==> src/hdl/vsd_pkg.sv <==
// ----------------------------------------------------------------------------
// vsd_pkg
// Types and constants shared by the similarity/distance controller, datapath
// and top level.
// ----------------------------------------------------------------------------
package vsd_pkg;

   localparam int ELEM_W      = 16;
   localparam int SUM_W       = 44;
   localparam int PROD_W      = 2 * SUM_W;
   localparam int WIDE_W      = 128;
   localparam int RES_W       = 32;
   localparam int Q_W         = 17;
   localparam int ROOT_W      = 26;
   localparam int CNT_W       = 6;
   localparam int MUL_CYCLES  = SUM_W;
   localparam int SQRT_STEPS  = ROOT_W;
   localparam int TOP_BIT     = Q_W - 1;

   localparam logic [1:0] MODE_COSINE = 2'd0;
   localparam logic [1:0] MODE_L2     = 2'd1;

   localparam logic [RES_W-1:0] ONE_Q16 = 32'h0001_0000;

   typedef enum logic [2:0] {
      ST_ACC,
      ST_LOAD,
      ST_MUL,
      ST_INIT,
      ST_SEARCH,
      ST_EMIT
   } state_type;

   typedef struct packed {
      logic       load;
      logic       mul_step;
      logic       sqrt_step;
      logic       srch_init;
      logic       srch_step;
      logic [4:0] bit_k;
      logic       emit;
   } cmd_type;

   typedef struct packed {
      logic out_full;
   } stat_type;

endpackage

==> src/hdl/vsd_ctrl.sv <==
// ----------------------------------------------------------------------------
// vsd_ctrl
// Sequencer: accumulate, load, serial multiply with root, quotient search,
// then hand the result to the output register.
// ----------------------------------------------------------------------------
module vsd_ctrl (
   input  logic              clock,
   input  logic              reset,
   input  logic              acc_last,
   input  vsd_pkg::stat_type stat,
   output logic              req_ready,
   output vsd_pkg::cmd_type  cmd
);

   localparam int CNT_W = vsd_pkg::CNT_W;

   vsd_pkg::state_type         state_ff, state_in;
   logic [vsd_pkg::CNT_W-1:0]  cnt_ff, cnt_in;

   always_ff @(posedge clock) begin
      if (reset) begin
         state_ff <= vsd_pkg::ST_ACC;
         cnt_ff   <= '0;
      end else begin
         state_ff <= state_in;
         cnt_ff   <= cnt_in;
      end
   end

   always_comb begin
      state_in = state_ff;
      cnt_in   = cnt_ff;
      case (state_ff)
         vsd_pkg::ST_ACC: begin
            if (acc_last) state_in = vsd_pkg::ST_LOAD;
         end
         vsd_pkg::ST_LOAD: begin
            state_in = vsd_pkg::ST_MUL;
            cnt_in   = '0;
         end
         vsd_pkg::ST_MUL: begin
            if (cnt_ff == CNT_W'(vsd_pkg::MUL_CYCLES - 1)) begin
               state_in = vsd_pkg::ST_INIT;
            end else begin
               cnt_in = cnt_ff + 1'b1;
            end
         end
         vsd_pkg::ST_INIT: begin
            state_in = vsd_pkg::ST_SEARCH;
            cnt_in   = CNT_W'(vsd_pkg::TOP_BIT);
         end
         vsd_pkg::ST_SEARCH: begin
            if (cnt_ff == '0) begin
               state_in = vsd_pkg::ST_EMIT;
            end else begin
               cnt_in = cnt_ff - 1'b1;
            end
         end
         vsd_pkg::ST_EMIT: begin
            if (!stat.out_full) state_in = vsd_pkg::ST_ACC;
         end
         default: state_in = vsd_pkg::ST_ACC;
      endcase
   end

   always_comb begin
      req_ready     = (state_ff == vsd_pkg::ST_ACC);
      cmd.load      = (state_ff == vsd_pkg::ST_LOAD);
      cmd.mul_step  = (state_ff == vsd_pkg::ST_MUL);
      cmd.sqrt_step = (state_ff == vsd_pkg::ST_MUL) &&
                      (cnt_ff < CNT_W'(vsd_pkg::SQRT_STEPS));
      cmd.srch_init = (state_ff == vsd_pkg::ST_INIT);
      cmd.srch_step = (state_ff == vsd_pkg::ST_SEARCH);
      cmd.bit_k     = cnt_ff[4:0];
      cmd.emit      = (state_ff == vsd_pkg::ST_EMIT) && !stat.out_full;
   end

endmodule

==> config.mk <==
export PLATFORM = sky130hd
export DESIGN_NAME = vsd_ctrl
export DESIGN_NICKNAME = d
export VERILOG_FILES = /design/src/hdl/vsd_pkg.sv /design/src/hdl/vsd_ctrl.sv
export SDC_FILE = /design/constraint.sdc
export NUM_CORES = 1
export LEC_CHECK = 0
export ABC_AREA = 1
export ABC_CLOCK_PERIOD_IN_PS = 3720
export BUFFER_PORTS_ARGS = -buffer_cell sky130_fd_sc_hd__buf_2
export CELL_PAD_IN_SITES_DETAIL_PLACEMENT = 1
export CELL_PAD_IN_SITES_GLOBAL_PLACEMENT = 2
export CORE_MARGIN = 3
export CORE_UTILIZATION = 30
export DETAILED_ROUTE_END_ITERATION = 10
export GPL_ROUTABILITY_DRIVEN = 0
export PLACE_DENSITY = 0.91
export SYNTH_ARGS = -nofsm -noshare
export SYNTH_HDL_FRONTEND = slang
export SYNTH_SLANG_ARGS = --single-unit
==> constraint.sdc <==
create_clock -name clock -period 3.72 [get_ports clock]
set_input_delay 0.744 -clock clock [delete_from_list [all_inputs] [get_ports clock]]
set_output_delay 0.744 -clock clock [all_outputs]
set_load 0.01 [all_outputs]
# After elaboration in Yosys (flattened, before gate mapping)
# Cells that the tools add are included.
dict set report totals {
  reg_bits 9
  in_bits 4
  out_inout_bits 12
  wordCells 33
}
dict set report op_classes {
  mux 8
  n_reduce_logical 8
  order_cmp 1
  add_sub_neg 2
  eq_ne 12
}
# operator count
set op_table {}
lappend op_table {{one-hot mux 6 bit (4 select lines)} 1}
lappend op_table {{one-hot mux 3 bit (6 select lines)} 1}
lappend op_table {{two-way mux 3 bit} 4}
lappend op_table {{two-way mux 6 bit} 2}
lappend op_table {{!= test 2 bit (second input constant)} 4}
lappend op_table {{adder 6 x 1 -> 6 bit (second input constant)} 1}
lappend op_table {{== test 3 x 2 -> 1 bit (second input constant)} 2}
lappend op_table {{== test 3 bit (second input constant)} 2}
lappend op_table {{== test 6 bit (second input constant)} 1}
lappend op_table {{logical NOT 6 bit} 1}
lappend op_table {{less-than comparator 6 x 5 -> 1 bit (second input constant)} 1}
lappend op_table {{subtractor 6 x 1 -> 6 bit (second input constant)} 1}
lappend op_table {{!= test 2 x 1 -> 1 bit (second input constant)} 2}
lappend op_table {{AND reduction 4 bit} 1}
lappend op_table {{nonzero test 4 bit} 1}
lappend op_table {{== test 3 x 1 -> 1 bit (second input constant)} 1}
lappend op_table {{logical NOT 3 bit} 1}
lappend op_table {{AND reduction 3 bit} 1}
lappend op_table {{logical AND 1 bit} 2}
lappend op_table {{logical NOT 1 bit} 1}

# Longest topological paths before layout
dict set report depth {
  ltp_word 3
  mapped_depth 12
}

# Worst setup path after synthesis
# Ideal clock, no wire load.
dict set report synth_path {
  path_type {input-to-output}
  startpoint {input port stat}
  endpoint {output port cmd[0] (netlist bit)}
  required_ns 2.976
  cell_stages 1
  n_path_buf 0
  arrival_ns 1.177
  setup_slack_ns 1.799
  path_cell_list {nor4_1}
}
dict set report synth_via {
  elab_chain_len 2
}
# element line_no
set synth_lines {}
lappend synth_lines {{start, declared} vsd_ctrl.sv:10} ;# input vsd_pkg::stat_type stat,
lappend synth_lines {{logical NOT 1 bit} vsd_ctrl.sv:75} ;# cmd.emit = (state_ff == vsd_pkg::ST_EMIT) && !stat.out_full;
lappend synth_lines {{logical AND 1 bit} vsd_ctrl.sv:75}
lappend synth_lines {{end, declared} vsd_ctrl.sv:12} ;# output vsd_pkg::cmd_type cmd
# Every way passes these cells.

==> metrics.yaml <==
status:
  status: "complete, no violations"
critical_path:
  startpoint_type: "flip-flop"
  slowest_delay_ps: 530
  cp.arrival_ps: 1300
  endpoint_kind: "output pin"
  critPathBufInv: 2
  path_delay_family: "flip-flops"
  worst-path-max-fanout: 8
  crit_slowest_cell: "dfxtp_1"
  crit_type: "flip-flop to output pin"
  path_cells: "inv_2 -> nor4_1 -> buf_2"
  cp_data_required_time_ps: 2980
power:
  leakage_nw: 0.5017
  pwr_density_cell_nw_per_um2: 623.6
  finalPower_w: 0.0005805
  irDropWorstVdd_mv: 0.2919
sta:
  max_freq_mhz: 488.4
  rsz0062_at_grt: "no"
  tightest_slew_ps: 355.6
  finalHoldViolations: 0
  finalSetupTns_ps: 0
  slew_viol_final: 0
  fin_ws_ps: 1673
  finalCriticalPeriod_ps: 2047
  relSlewSlack: 0.7626
  skew_ps: 8.392
  setup_violations: 0
  finalCritPeriodShare: 0.5504
layout:
  antenna_cells: 0
  final.fill_count: 346
  synthToLayoutAreaGrowth_pct: 10.71
  fin_nets: 154
  drive_gt1_frac: 0.2708
  design_area_um2: 930.9
  final_cell_count_no_fill: 174
die:
  die_y_um: 58.94
  die_w_um: 58.94
  io_pins: 16
  num_rows: 18
  core-area_um2: 2567
  die_area_um2: 3474
  initial_core_util: 0.3275
cts:
  cts_buffers: 3
  ctsHoldBuffers: 0
  path_clk_slew_ps: 70
  cts_buffer_depth: 2
  clock_latency_ps: 260
  cts_setup_buffers: 0
  clock_sinks: 9
  root_buffer: "clkbuf_4"
  htreeDepth: 1
  cts_resized: 0
  cts_tree: "built"
drt:
  drt_iter0_drc: 12
  ant_nets: 0
  vias: 841
  drt-pass1-iter-count: 4
  drt-total-wl_mm: 2.209
  wire_per_inst_um: 12.70
  drc: 0
  viasPerCell: 4.833
synthesis:
  ys_ff_latch: 9
  syn_inst: 131
  synth_common_cells: "nand2_1, inv_1, nor2_1, dfxtp_1, nand3_1"
  synth_nets: 140
  muxShareOfSynthArea: 0
  synth_compound_area_frac: 0.07440
  ys_warn_count: 0
  ys.flop_type: "dfxtp_1"
  synth_area_leaders: "dfxtp_1, nand2_1, inv_1"
  yosysUniqueCellTypes: 25
  syn_area_um2: 840.8
  synth.most_common_cell: "nand2_1"
  synthArstFlopShare: 0
  yosys.area.top_type: "dfxtp_1"
  syn_area_per_cell_um2: 6.418
  yosysSeqAreaShare: 0.2143
  yosys.area_share.adder: 0.08333
  synth-simple-area-share: 0.4583
  synth_top_family_by_area: "simple AND/OR/NAND/NOR gates"
  synth-xor-area-share: 0.01042
  synth_top_area_share: 0.2143
  synth_enable_flop_cells: 0
placed_design:
  port_buffers: 15
  placed_area_um2: 904.6
  pre_cts_slack_ps: 1725
  place_inst: 170
  dp_hpwl_mm: 1.799
global_route:
  antenna_found_initial: 0
  grt_max_degree: 9
  grt_pass1_vias: 858
  track_usage: 0.1440
  grt_first_pass_wirelength_mm: 3.815
  grt_overflow: 0
flow_run:
  cap_violations: 0
hold_path:
  holdCritPathClass: "flip-flop to flip-flop"
[final timing paths]
kind	from	endpoint	slack, ps	cells after the start
worst min-delay path	cnt_ff[5]	cnt_ff[5]	530	2
worst max register to register	state_ff[1]	cnt_ff[3]	1800	11
worst min register to register	cnt_ff[5]	cnt_ff[5]	530	2
worst max-delay path	state_ff[2]	cmd[0]	1670	3
[cells by family (layout without fill, tap and decap cells)]
kind of cell    Yosys count  in the layout
simple gates             77             77
buf+inv                  28             41
compound gates           11             11
flops                     9              9
fa+ha+maj                 5              5
xor+xnor                  1              1
[registers in the layout, summed over array words and instances, names as in the netlist]
signal    cells
state_ff      3
cnt_ff        6
[stage by stage]
stage          hold WS, ps    util
6_report             530.3  0.3626
5_1_grt              566.6  0.3626
4_1_cts              537.3  0.3626
3_5_place_dp         526.2  0.3523
3_3_place_gp         515.0  0.3523
2_1_floorplan        476.0       -
[layout make-up]
| class | instances | area [um2] | area share |
|---|---|---|---|
| flip-flops and latches | 9 | 180.2 | 0.1935 |
| multi-input cells | 94 | 526.8 | 0.5659 |
| repair buffers | 15 | 75.07 | 0.08065 |
| inverters | 22 | 85.08 | 0.09140 |
| well taps | 30 | 37.54 | 0.04032 |
| clock buffers | 4 | 26.28 | 0.02823 |
[routing by layer]
| layer | part of all wire | track usage | vias up |
|---|---|---|---|
| li1 | - | - | 431 |
| met1 | 0.45 | 0.1844 | 396 |
| met2 | 0.51 | 0.2461 | 14 |
| met3 | 0.038 | 0.03947 | 0 |
| met4 | 0 | 0.01942 | 0 |
| met5 | 0 | 0 | - |
[worst reg2reg max path, stage by stage (launching register included)]
cell and delay [ps]:
dfxtp_1 390, nor2_2 210, nand2_4 110, inv_4 120, ha_1 290, nand2_1 100
nand2_1 90, inv_1 60, nand2_1 50, or2_2 270, nand3_1 70, a21oi_1 60
[power breakdown]
part           internal (W)  switching (W)
Clock             0.0000414      0.0000364
Combinational      0.000124       0.000218
Sequential         0.000118      0.0000431
[cell usage in the layout, fill, tap and decap left out, drive strengths merged]
| cell type | netlist | routed |
|---|---|---|
| nor4 | 1 | 1 |
| inv | 22 | 22 |
| dfxtp | 9 | 9 |
| or2 | 1 | 1 |
| o21ai | 4 | 4 |
| nor3 | 5 | 5 |
| nor2 | 17 | 17 |
| nand4 | 1 | 1 |
| nand2 | 40 | 40 |
| fa | 1 | 1 |
| buf | 6 | 15 |
| clkbuf | 0 | 4 |
| a21oi | 7 | 7 |
| ha | 4 | 4 |
| nand3 | 12 | 12 |
| xnor2 | 1 | 1 |
No activity file was read; power rests on OpenSTA's default activity.
